**config.mk**
```make
export PLATFORM = sky130hd
export DESIGN_NAME = rc_link_bind_hop_decoder_core
export DESIGN_NICKNAME = d
export VERILOG_FILES = /design/src/design/rcbhd_pkg.sv /design/src/design/rc_link_bind_hop_decoder_core.sv /design/src/design/rcbhd_hop_sel.sv /design/src/design/rcbhd_frame_dec.sv
export SDC_FILE = /design/constraint.sdc
export NUM_CORES = 1
export LEC_CHECK = 0
export BUFFER_PORTS_ARGS = -buffer_cell sky130_fd_sc_hd__buf_4
export CORE_UTILIZATION = 52
export CTS_BUF_LIST = sky130_fd_sc_hd__clkbuf_4
export DETAILED_ROUTE_END_ITERATION = 16
export MAX_ROUTING_LAYER = met4
export PLACE_DENSITY_LB_ADDON = 0.3
export SLEW_MARGIN = 10
export SYNTH_ARGS = -nofsm -noshare
export SYNTH_HDL_FRONTEND = slang
export SYNTH_HIERARCHICAL = 1
export SYNTH_SLANG_ARGS = --single-unit
export TNS_END_PERCENT = 10
```
**constraint.sdc**
```tcl
create_clock -name clk -period 23.7 [get_ports clk]
set_input_delay 3.555 -clock clk [delete_from_list [all_inputs] [get_ports clk]]
set_output_delay 3.555 -clock clk [all_outputs]
set_load 0.1 [all_outputs]
```
**src/design/rcbhd_pkg.sv**
```systemverilog
// Shared types, constants and helper functions for the hop decoder core.
// No dependencies; imported by every module of the block.
package rcbhd_pkg;

  localparam int TIMER_BITS = 14;
  localparam int CFG_BITS   = 14;
  localparam int CFG_IDX_W  = 2;

  // Configuration register indexes
  localparam logic [CFG_IDX_W-1:0] CFG_SEARCH_TO = 2'd0;
  localparam logic [CFG_IDX_W-1:0] CFG_RUN_TO    = 2'd1;

  localparam logic [CFG_BITS-1:0] SEARCH_TO_RST = 14'd1000;
  localparam logic [CFG_BITS-1:0] RUN_TO_RST    = 14'd10000;

  // Operation codes of an input beat
  localparam logic OP_TICK   = 1'b0;
  localparam logic OP_PACKET = 1'b1;

  localparam logic [1:0]  BIND_BITS   = 2'b11;
  localparam logic [3:0]  HOP_IDX_RST = 4'd1;
  localparam logic [10:0] SWITCH_LO   = 11'd1000;
  localparam logic [10:0] SWITCH_HI   = 11'd2000;
  localparam logic [10:0] VALUE_BASE  = 11'd1000;
  localparam logic [7:0]  STICK_MID   = 8'h80;
  localparam logic [7:0]  STICK_FOLD  = 8'h7F;

  localparam logic [5:0] HOP_TABLE [4][16] = '{
    '{6'h27, 6'h1B, 6'h39, 6'h28, 6'h24, 6'h22, 6'h2E, 6'h36,
      6'h19, 6'h21, 6'h29, 6'h14, 6'h1E, 6'h12, 6'h2D, 6'h18},
    '{6'h2E, 6'h33, 6'h25, 6'h38, 6'h19, 6'h12, 6'h18, 6'h16,
      6'h2A, 6'h1C, 6'h1F, 6'h37, 6'h2F, 6'h23, 6'h34, 6'h10},
    '{6'h11, 6'h1A, 6'h35, 6'h24, 6'h28, 6'h18, 6'h25, 6'h2A,
      6'h32, 6'h2C, 6'h14, 6'h27, 6'h36, 6'h34, 6'h1C, 6'h17},
    '{6'h22, 6'h27, 6'h17, 6'h39, 6'h34, 6'h28, 6'h2B, 6'h1D,
      6'h18, 6'h2A, 6'h21, 6'h38, 6'h10, 6'h26, 6'h20, 6'h1F}
  };

  // Hop sequence position, passed from the control state to the channel select
  typedef struct packed {
    logic       bound;
    logic [1:0] row;
    logic [2:0] offset;
    logic [3:0] index;
  } hop_ctx_t;

  // Decoded frame values
  typedef struct packed {
    logic [10:0] throttle;
    logic [10:0] yaw;
    logic [10:0] pitch;
    logic [10:0] roll;
    logic [10:0] led;
    logic [10:0] flip;
    logic [10:0] camera;
    logic [10:0] video;
  } frame_t;

  // b*1000/255 + 1000; divide by 255 through a multiply by 257/65536 and one correction
  function automatic logic [10:0] scale_byte(input logic [7:0] b);
    logic [17:0] prod;
    logic [26:0] recip;
    logic [9:0]  quo;
    logic [17:0] rem;
    prod  = 18'(b) * 18'd1000;
    recip = 27'(prod) + (27'(prod) << 8);
    quo   = recip[25:16];
    rem   = prod - 18'(quo) * 18'd255;
    if (rem >= 18'd255) begin
      quo = quo + 10'd1;
    end
    return 11'(quo) + VALUE_BASE;
  endfunction

  // Sign-magnitude stick folded to an unsigned byte
  function automatic logic [7:0] fold_stick(input logic [7:0] a);
    return (a < STICK_MID) ? (STICK_FOLD - a) : a;
  endfunction

endpackage

```
**src/design/rc_link_bind_hop_decoder_core.sv**
```systemverilog
// Top level of the hop decoder: input register, link state, result register.
// Depends on rcbhd_pkg, rcbhd_hop_sel and rcbhd_frame_dec.

// Receiver control for a frequency-hopping RC link. Each input beat is either a
// one-microsecond tick or a received packet. The beat is captured in an input
// register. When the beat leaves that register, the link state (silence counter, hop
// position, bind data) is updated and any result is loaded into the output register
// that drives out_valid and the other result outputs. One beat is taken
// every clock cycle. The only limit is the result register: when it holds a beat
// that is stalled, a beat that produces a result waits, while ticks that do not hop
// keep flowing. A packet always yields one result beat (hop_now set, the next channel);
// a tick yields one only when the silence count passes the active timeout. The
// channel comes straight from a constant table, so no memory or clearing pass is
// involved. Configuration writes are always ready; write the two timeouts only
// while the block is idle. Writes to indexes other than 0 and 1 are ignored.
module rc_link_bind_hop_decoder_core
  import rcbhd_pkg::*;
(
  input  logic                 clk,
  input  logic                 rst_n,

  input  logic                 cfg_valid,
  output logic                 cfg_ready,
  input  logic [CFG_IDX_W-1:0] cfg_index,
  input  logic [CFG_BITS-1:0]  cfg_data,

  input  logic                 in_valid,
  output logic                 in_stall,
  input  logic                 in_operation,
  input  logic [7:0]           in_throttle_byte,
  input  logic [7:0]           in_yaw_byte,
  input  logic [7:0]           in_pitch_byte,
  input  logic [7:0]           in_roll_byte,
  input  logic [7:0]           in_id_byte0,
  input  logic [7:0]           in_id_byte1,
  input  logic [7:0]           in_id_byte2,
  input  logic [7:0]           in_flags_byte,

  output logic                 out_valid,
  input  logic                 out_stall,
  output logic                 out_hop_now,
  output logic [5:0]           out_rf_channel,
  output logic                 out_frame_valid,
  output logic [10:0]          out_throttle_value,
  output logic [10:0]          out_yaw_value,
  output logic [10:0]          out_pitch_value,
  output logic [10:0]          out_roll_value,
  output logic [10:0]          out_aux_led,
  output logic [10:0]          out_aux_flip,
  output logic [10:0]          out_aux_camera,
  output logic [10:0]          out_aux_video,
  output logic                 out_is_bound
);

  localparam logic [TIMER_BITS-1:0] TIMER_MAX = '1;

  // configuration
  logic [CFG_BITS-1:0]   search_to_r;
  logic [CFG_BITS-1:0]   run_to_r;

  // input register
  logic                  in_vld_r;
  logic                  op_r;
  logic [7:0]            thr_r, yaw_r, pitch_r, roll_r;
  logic [7:0]            id0_r, id1_r, id2_r, flags_r;

  // link state
  logic                  bound_r;
  logic [3:0]            hop_idx_r;
  logic [1:0]            hop_row_r;
  logic [2:0]            hop_off_r;
  logic [23:0]           id_r;
  logic                  long_to_r;
  logic [TIMER_BITS-1:0] sil_r;

  // result register
  logic                  out_vld_r;
  logic [5:0]            chan_r;
  logic                  frame_vld_r;
  frame_t                frame_r;
  logic                  bound_out_r;

  // combinational
  hop_ctx_t              hop_ctx;
  logic [5:0]            chan;
  frame_t                frame;
  logic [TIMER_BITS-1:0] cnt_inc;
  logic [TIMER_BITS-1:0] limit;
  logic                  hop_due;
  logic                  res_vld;
  logic                  out_free;
  logic                  adv;
  logic                  take_in;
  logic                  bind_pkt;
  logic                  bind_ok;
  logic                  frame_ok;
  logic [7:0]            id_sum;

  assign cfg_ready = 1'b1;

  always_ff @(posedge clk) begin
    if (!rst_n) begin
      search_to_r <= SEARCH_TO_RST;
      run_to_r    <= RUN_TO_RST;
    end else if (cfg_valid && cfg_ready) begin
      case (cfg_index)
        CFG_SEARCH_TO: search_to_r <= cfg_data;
        CFG_RUN_TO:    run_to_r    <= cfg_data;
        default:       ;
      endcase
    end
  end

  // Handshake: the input register frees when its beat is done with; a beat that
  // hops needs room in the result register.
  always_comb begin
    cnt_inc  = (sil_r < TIMER_MAX) ? (sil_r + 1'b1) : sil_r;
    limit    = long_to_r ? TIMER_BITS'(run_to_r) : TIMER_BITS'(search_to_r);
    hop_due  = (op_r == OP_TICK) && (cnt_inc > limit);
    res_vld  = (op_r == OP_PACKET) || hop_due;
    out_free = !out_vld_r || !out_stall;
    adv      = in_vld_r && (!res_vld || out_free);
    in_stall = in_vld_r && !adv;
    take_in  = in_valid && !in_stall;

    bind_pkt = (flags_r[7:6] == BIND_BITS);
    bind_ok  = (op_r == OP_PACKET) && !bound_r && bind_pkt;
    frame_ok = (op_r == OP_PACKET) && bound_r && !bind_pkt && ({id2_r, id1_r, id0_r} == id_r);
    id_sum   = id0_r + id1_r + id2_r;

    hop_ctx.bound  = bound_r;
    hop_ctx.row    = hop_row_r;
    hop_ctx.offset = hop_off_r;
    hop_ctx.index  = hop_idx_r;
  end

  rcbhd_hop_sel u_hop_sel (
    .ctx     (hop_ctx),
    .channel (chan)
  );

  rcbhd_frame_dec u_frame_dec (
    .throttle_byte (thr_r),
    .yaw_byte      (yaw_r),
    .pitch_byte    (pitch_r),
    .roll_byte     (roll_r),
    .flags_byte    (flags_r),
    .frame         (frame)
  );

  // input register
  always_ff @(posedge clk) begin
    if (!rst_n) begin
      in_vld_r <= 1'b0;
    end else if (take_in) begin
      in_vld_r <= 1'b1;
    end else if (adv) begin
      in_vld_r <= 1'b0;
    end
  end

  always_ff @(posedge clk) begin
    if (take_in) begin
      op_r    <= in_operation;
      thr_r   <= in_throttle_byte;
      yaw_r   <= in_yaw_byte;
      pitch_r <= in_pitch_byte;
      roll_r  <= in_roll_byte;
      id0_r   <= in_id_byte0;
      id1_r   <= in_id_byte1;
      id2_r   <= in_id_byte2;
      flags_r <= in_flags_byte;
    end
  end

  // link state: advance once per beat leaving the input register
  always_ff @(posedge clk) begin
    if (!rst_n) begin
      bound_r   <= 1'b0;
      hop_idx_r <= HOP_IDX_RST;
      hop_row_r <= '0;
      hop_off_r <= '0;
      id_r      <= '0;
      long_to_r <= 1'b0;
      sil_r     <= '0;
    end else if (adv) begin
      // restart the silence count on every packet and every hop
      sil_r <= res_vld ? '0 : cnt_inc;
      if (res_vld) begin
        hop_idx_r <= hop_idx_r + 4'd1;
      end
      if (bind_ok) begin
        bound_r   <= 1'b1;
        hop_row_r <= id_sum[1:0];
        hop_off_r <= id_sum[4:2];
        id_r      <= {id2_r, id1_r, id0_r};
        long_to_r <= 1'b0;
      end else if (frame_ok) begin
        long_to_r <= 1'b1;
      end
    end
  end

  // result register
  always_ff @(posedge clk) begin
    if (!rst_n) begin
      out_vld_r <= 1'b0;
    end else if (out_free) begin
      out_vld_r <= adv && res_vld;
    end
  end

  always_ff @(posedge clk) begin
    if (adv && res_vld) begin
      chan_r      <= chan;
      frame_vld_r <= frame_ok;
      // drop the frame values on anything that is not a valid frame
      frame_r     <= frame_ok ? frame : '0;
      bound_out_r <= bound_r || bind_ok;
    end
  end

  assign out_valid          = out_vld_r;
  assign out_hop_now        = 1'b1;
  assign out_rf_channel     = chan_r;
  assign out_frame_valid    = frame_vld_r;
  assign out_throttle_value = frame_r.throttle;
  assign out_yaw_value      = frame_r.yaw;
  assign out_pitch_value    = frame_r.pitch;
  assign out_roll_value     = frame_r.roll;
  assign out_aux_led        = frame_r.led;
  assign out_aux_flip       = frame_r.flip;
  assign out_aux_camera     = frame_r.camera;
  assign out_aux_video      = frame_r.video;
  assign out_is_bound       = bound_out_r;

endmodule

```
**src/design/rcbhd_hop_sel.sv**
```systemverilog
// Next hop channel from the constant hop table and the current sequence position.
// Depends on rcbhd_pkg.
module rcbhd_hop_sel
  import rcbhd_pkg::*;
(
  input  hop_ctx_t   ctx,
  output logic [5:0] channel
);

  logic [6:0] raw;
  logic [6:0] shifted;

  always_comb begin
    raw     = 7'(HOP_TABLE[ctx.row][ctx.index]) + 7'(ctx.offset);
    // a channel on a multiple of sixteen moves down by three
    shifted = (raw[3:0] == 4'd0) ? (raw - 7'd3) : raw;
    if (ctx.bound) begin
      channel = shifted[5:0];
    end else begin
      channel = HOP_TABLE[0][ctx.index];
    end
  end

endmodule

```
**src/design/rcbhd_frame_dec.sv**
```systemverilog
// Scales the stick bytes and maps the switch flags of one data packet.
// Depends on rcbhd_pkg.
module rcbhd_frame_dec
  import rcbhd_pkg::*;
(
  input  logic [7:0] throttle_byte,
  input  logic [7:0] yaw_byte,
  input  logic [7:0] pitch_byte,
  input  logic [7:0] roll_byte,
  input  logic [7:0] flags_byte,
  output frame_t     frame
);

  always_comb begin
    frame.throttle = scale_byte(throttle_byte);
    frame.yaw      = scale_byte(fold_stick(yaw_byte));
    frame.pitch    = scale_byte(fold_stick(pitch_byte));
    frame.roll     = scale_byte(fold_stick(roll_byte));
    frame.led      = flags_byte[4] ? SWITCH_HI : SWITCH_LO;
    frame.flip     = flags_byte[2] ? SWITCH_HI : SWITCH_LO;
    frame.camera   = flags_byte[0] ? SWITCH_HI : SWITCH_LO;
    frame.video    = flags_byte[1] ? SWITCH_HI : SWITCH_LO;
  end

endmodule

```
# [Word level (Yosys, flattened, before mapping)]
# Memory sizes are Yosys's and may differ from the RTL's.
# Cells that the tools add are included.
[word_totals] input_bits=86 output_inout_bits=100 word_cells=140 romBits=96 register_bits=240 mem_count=1
[classes] multipliers=8 reduce_logical=30 eq_ne=3 magnitude_cmp=11 n_bitwise=3 add_sub_neg=25 n_mux=28
[mem_list] name="(name not given)" depth=16 word_bits=6 rd=1 rd_clocked_by_memory_dff=0 write_ports=0 line_no="rcbhd_hop_sel.sv:20" source="channel = HOP_TABLE[0][ctx.index];"
[ops] operator="$bmux 96 s2" count=1
[ops] operator="$mux 96" count=2
[ops] operator="$add 18x26->26" count=4
[ops] operator="$ge 18x8->1 const B" count=4
[ops] operator="$mul 10x8->18 const B" count=4
[ops] operator="$sub 18x18->18" count=4
[ops] operator="$mul 8x7->15 const B" count=4
[ops] operator="$add 10x10->11 const B" count=4
[ops] operator="$mux 11" count=4
[ops] operator="$mux 14" count=3
[ops] operator="$add 10x1->10 const B" count=4
[ops] operator="$mux 10" count=4
[ops] operator="$mux 6" count=6
[ops] operator="$bmux 6 s4" count=1
[ops] operator="$eq 24x24->1" count=1
[ops] operator="$lt 8x8->1 const B" count=3
[ops] operator="$mux 8" count=3
[ops] operator="$sub 7x8->8 const A" count=3
[ops] operator="$add 14x1->14 const B" count=1
[ops] operator="$gt 14x14->1" count=1
[ops] operator="$lt 14x14->1 const B" count=1
[ops] operator="$add 5x5->5" count=2
[ops] operator="$logic_and 1x1->1" count=10
[ops] operator="$reduce_and 2->1" count=5
[ops] operator="other kinds (16)" count=29

# [Depth between registers and ports, before layout]
[logic_depth] word_depth=13 ltp_mapped=59 mapped_depth_nobuf=56

# [Cells and area by module]
# The synthesis kept the hierarchy.
[by_module_without_submodules] module="rcbhd_frame_dec" instances=1 seq_area_each_um2=0.0 cells_per_inst=2515 area_per_inst_um2=20527.2
[by_module_without_submodules] module="rc_link_bind_hop_decoder_core" instances=1 seq_area_each_um2=6416.2 cells_per_inst=766 area_per_inst_um2=9768.1
[by_module_without_submodules] module="rcbhd_hop_sel" instances=1 seq_area_each_um2=0.0 cells_per_inst=190 area_per_inst_um2=1326.3

# [Worst setup path before layout]
# Ideal clock, no wire load.
[synth_timing] path_type="reg2reg" startpoint="register pitch_r[7]" endpoint="register frame_r, in the netlist out_pitch_value[9], data pin" setup_time_ps=255 path_stages_with_launch=50 path_slack_ps=10688 synth_period_minus_slack_ps=13012 required_time_ps=23445 arrival_ps=12757 n_path_buf=4 path_cell_list="edfxtp_1 clkbuf_1 buf_1 xnor2_1 inv_1 fa_1 fa_1 fa_1 fa_1 inv_1 ha_1 nand3_1 o211ai_1 o311a_1 o22a_1 xnor2_1 ha_1 clkbuf_1 [14 not listed] nand2_1 a2111oi_0 o21a_1 nor3_1 a21oi_1 a31oi_1 and4_1 o211ai_1 nor4_2 buf_4 or2_1 xor2_1 ha_1 a221oi_4 a21o_1 nand3_1 xnor2_1 and2_1"
[synth_rtl] item="start: declaration" line_no="rc_link_bind_hop_decoder_core.sv:64" source="logic [7:0] thr_r, yaw_r, pitch_r, roll_r;"
[synth_rtl] item="start signal: assignment" line_no="rc_link_bind_hop_decoder_core.sv:167" source="pitch_r <= in_pitch_byte;"
[synth_rtl] item="end signal: assignment" line_no="rc_link_bind_hop_decoder_core.sv:218" source="frame_r <= frame_ok ? frame : '0;"
[synth_rtl] item="end: declaration" line_no="rc_link_bind_hop_decoder_core.sv:80" source="frame_t frame_r;"

==> summary.md <==
| Metric | Value |
|---|---|
| Result of the run | complete, no violations |
| Final weighted congestion of routability-driven global placement | 0.910 |
| GRT overflow | 0 |
| Count of input and output buffers | 181 |
| Post-route DRC violation count | 0 |
| Cts bufs inserted | 71 |
| Buf+Inv Stages, Crit Path | 4 |
| Row cnt | roughly 90 |
| Post-synthesis instance area | 0.0316 sq mm |
| CP Capture Type | register |
| Commonest non-fill, non-tap cell in the layout | inv_1 |
| Number of antenna violations at the first check in global routing | 4 |
| Final Net Count | ~4.4k |
| TritonRoute pass-1 iters | 5 |
| Most frequent cell on the critical path | ha_1 |
| Combined area of the multi-input logic cells | around 0.022 sq mm |
| Post-CTS Hold Buffers | 0 |
| Pin count of the biggest net entering global routing | 83 |
| Worst Tran Pin Value | 1.10 ns |
| CTS H-tree depth | 3 |
| Clock skew | 0.0737 ns |
| Maximum number of buffers from clock root to sink | 3 |
| Gate count after technology mapping | 3469 |
| Fill cell instance count of the final layout | 5345 |
| Data arrival time of the worst path | ~16 ns |
| Non-filler cells in the finished layout | roughly 4.5k |
| Number of vias in the routed layout | 24.2k |
| Number of DRC markers in iteration 0 | 1290 |
| GRT Overall Usage | 0.242 |
| Routed length per placed instance | 15.8 um |
| Detail Route Antenna Nets | 0 |
| Max stage delay cell, worst path | nor4_1 |
| Storage cell area | 0.00636 sq mm |
| Root buffer cell | clkbuf_4 |
| Pre-CTS setup slack | 8.49 ns |
| Ports placed on the boundary | 186 |
| TritonCTS clock tree | yes |
| Global-route wire length before repair | 117000 um |
| Per-instance average area after synthesis | 9.10 sq um |
| Detailed placer's ending HPWL | between 50000 and 60000 um |
| Number of maximum-capacitance violations | 0 |
| CTS clock-pin slew for the worst setup and hold paths | 0.07 ns |
| Fmax | between 60 and 70 MHz |
| Clock latency reported for the late side of the worst-skew pair | 0.85 ns |
| Top library cells by usage in the layout, fill and taps aside | inv_1, ha_1, fa_1 |
| Die Footprint | slightly above 0.06 sq mm |
| Placeable Area | 0.0595 sq mm |
| Inst Count DP | 4340 |
| Area growth from synthesis to layout | 9.07% |
| Largest fanout of any net on the critical path | 15 |
| Total wire length | 70500 um |
| Detail-routed via count per cell | 5.41 |
| Fraction of layout instances using a drive strength above 1 | 0.109 |
| Vias in the first global route | 23.8k |
| Unrepaired setup endpoints after global routing | no |
| Die Width | 248 um |
| Number of post-CTS setup repair buffers | 0 |
| Final count of hold timing violations | 0 |
| Starting Density | 0.531 |
| Worst Slack Setup Final | approximately 8.3 ns |
| Synth warnings | 6 |
| Final cycle utilization of the critical path | 0.649 |
| Number of max-slew violations in the final report | 0 |
| # setup viols final | 0 |
| Max_slew headroom | 0.260 |
| Highest cell delay on the worst timing path | about 0.83 ns |
| Path type of the worst min-delay path | reg -> reg |
| Final core area utilization | 0.579 |
| Required time at the endpoint of the critical path | between 20 and 25 ns |
| Cts repair resizes | 0 |
| Category of the critical setup timing path | reg -> reg |
| Die outline height | 248 um |
| Cell family contributing the most delay on the critical path | adder cells |
| Total number of clock tree sinks | 238 |
| Element type at the critical path start | register |
| Minimum clock period | 15.38 ns |
| Setup TNS | 0 ns |
layer usage:
metal | GRT usage | up-vias | part of all wire
met2 | 0.395 | 540 | 0.47
met4 | 0.0673 | 0 | 0.020
met1 | 0.314 | 11500 | 0.46
met5 | - | - | 0
met3 | 0.0311 | 95 | 0.046
li1 | - | 12000 | -
worst register-to-register path, delay by kind of cell (launching register included):
| kind | cells | cell delay [ns] |
|---|---|---|
| AND/OR/NAND/NOR | 9 | 2.41 |
| AO/OA/AOI/OAI | 13 | 3.37 |
| flip-flops | 1 | 0.77 |
| XOR/XNOR | 6 | 2.77 |
| buffers and inverters | 4 | 0.58 |
| adder cells (fa/ha/maj) | 13 | 5.31 |
metrics by stage:
| step | hold WS, ns | instance area [sq um] |
|---|---|---|
| global route | 0.491 | 34400 |
| floorplan | 0.440 | 31700 |
| detailed placement | 0.457 | 33400 |
| global placement | 0.451 | 33400 |
| finish | 0.462 | 34400 |
| CTS | 0.465 | 34400 |
final timing paths:
check	start	end	slack [ns]	depth (start not counted)
setup / recovery	yaw_r[7]	out_yaw_value[8]	8.32	45
hold / removal	search_to_r[13]	search_to_r[13]	0.46	2
setup reg to reg	yaw_r[7]	out_yaw_value[8]	8.32	45
hold reg to reg	search_to_r[13]	search_to_r[13]	0.46	2
sequential cells by signal (all words and copies together) (netlist names), 11 cells and up:
name,flops
out_aux_flip,11
out_pitch_value,11
sil_r,14
out_aux_led,11
run_to_r,14
out_throttle_value,11
out_roll_value,11
out_yaw_value,11
search_to_r,14
id_r,24
out_aux_camera,11
out_aux_video,11
cell type report:
cell class                      count  area share
Tap cell                          773      0.0281
Multi-Input combinational cell   2521       0.648
Clock buffer                       97      0.0212
Inverter                          605      0.0661
Timing Repair Buffer              203      0.0443
Clock inverter                     29     0.00723
Antenna cell                        8    0.000582
Sequential cell                   238       0.185
Power is left out: the tool's default activity adds up to more than one toggle a clock period on the data nets, which glitch-free logic cannot reach.
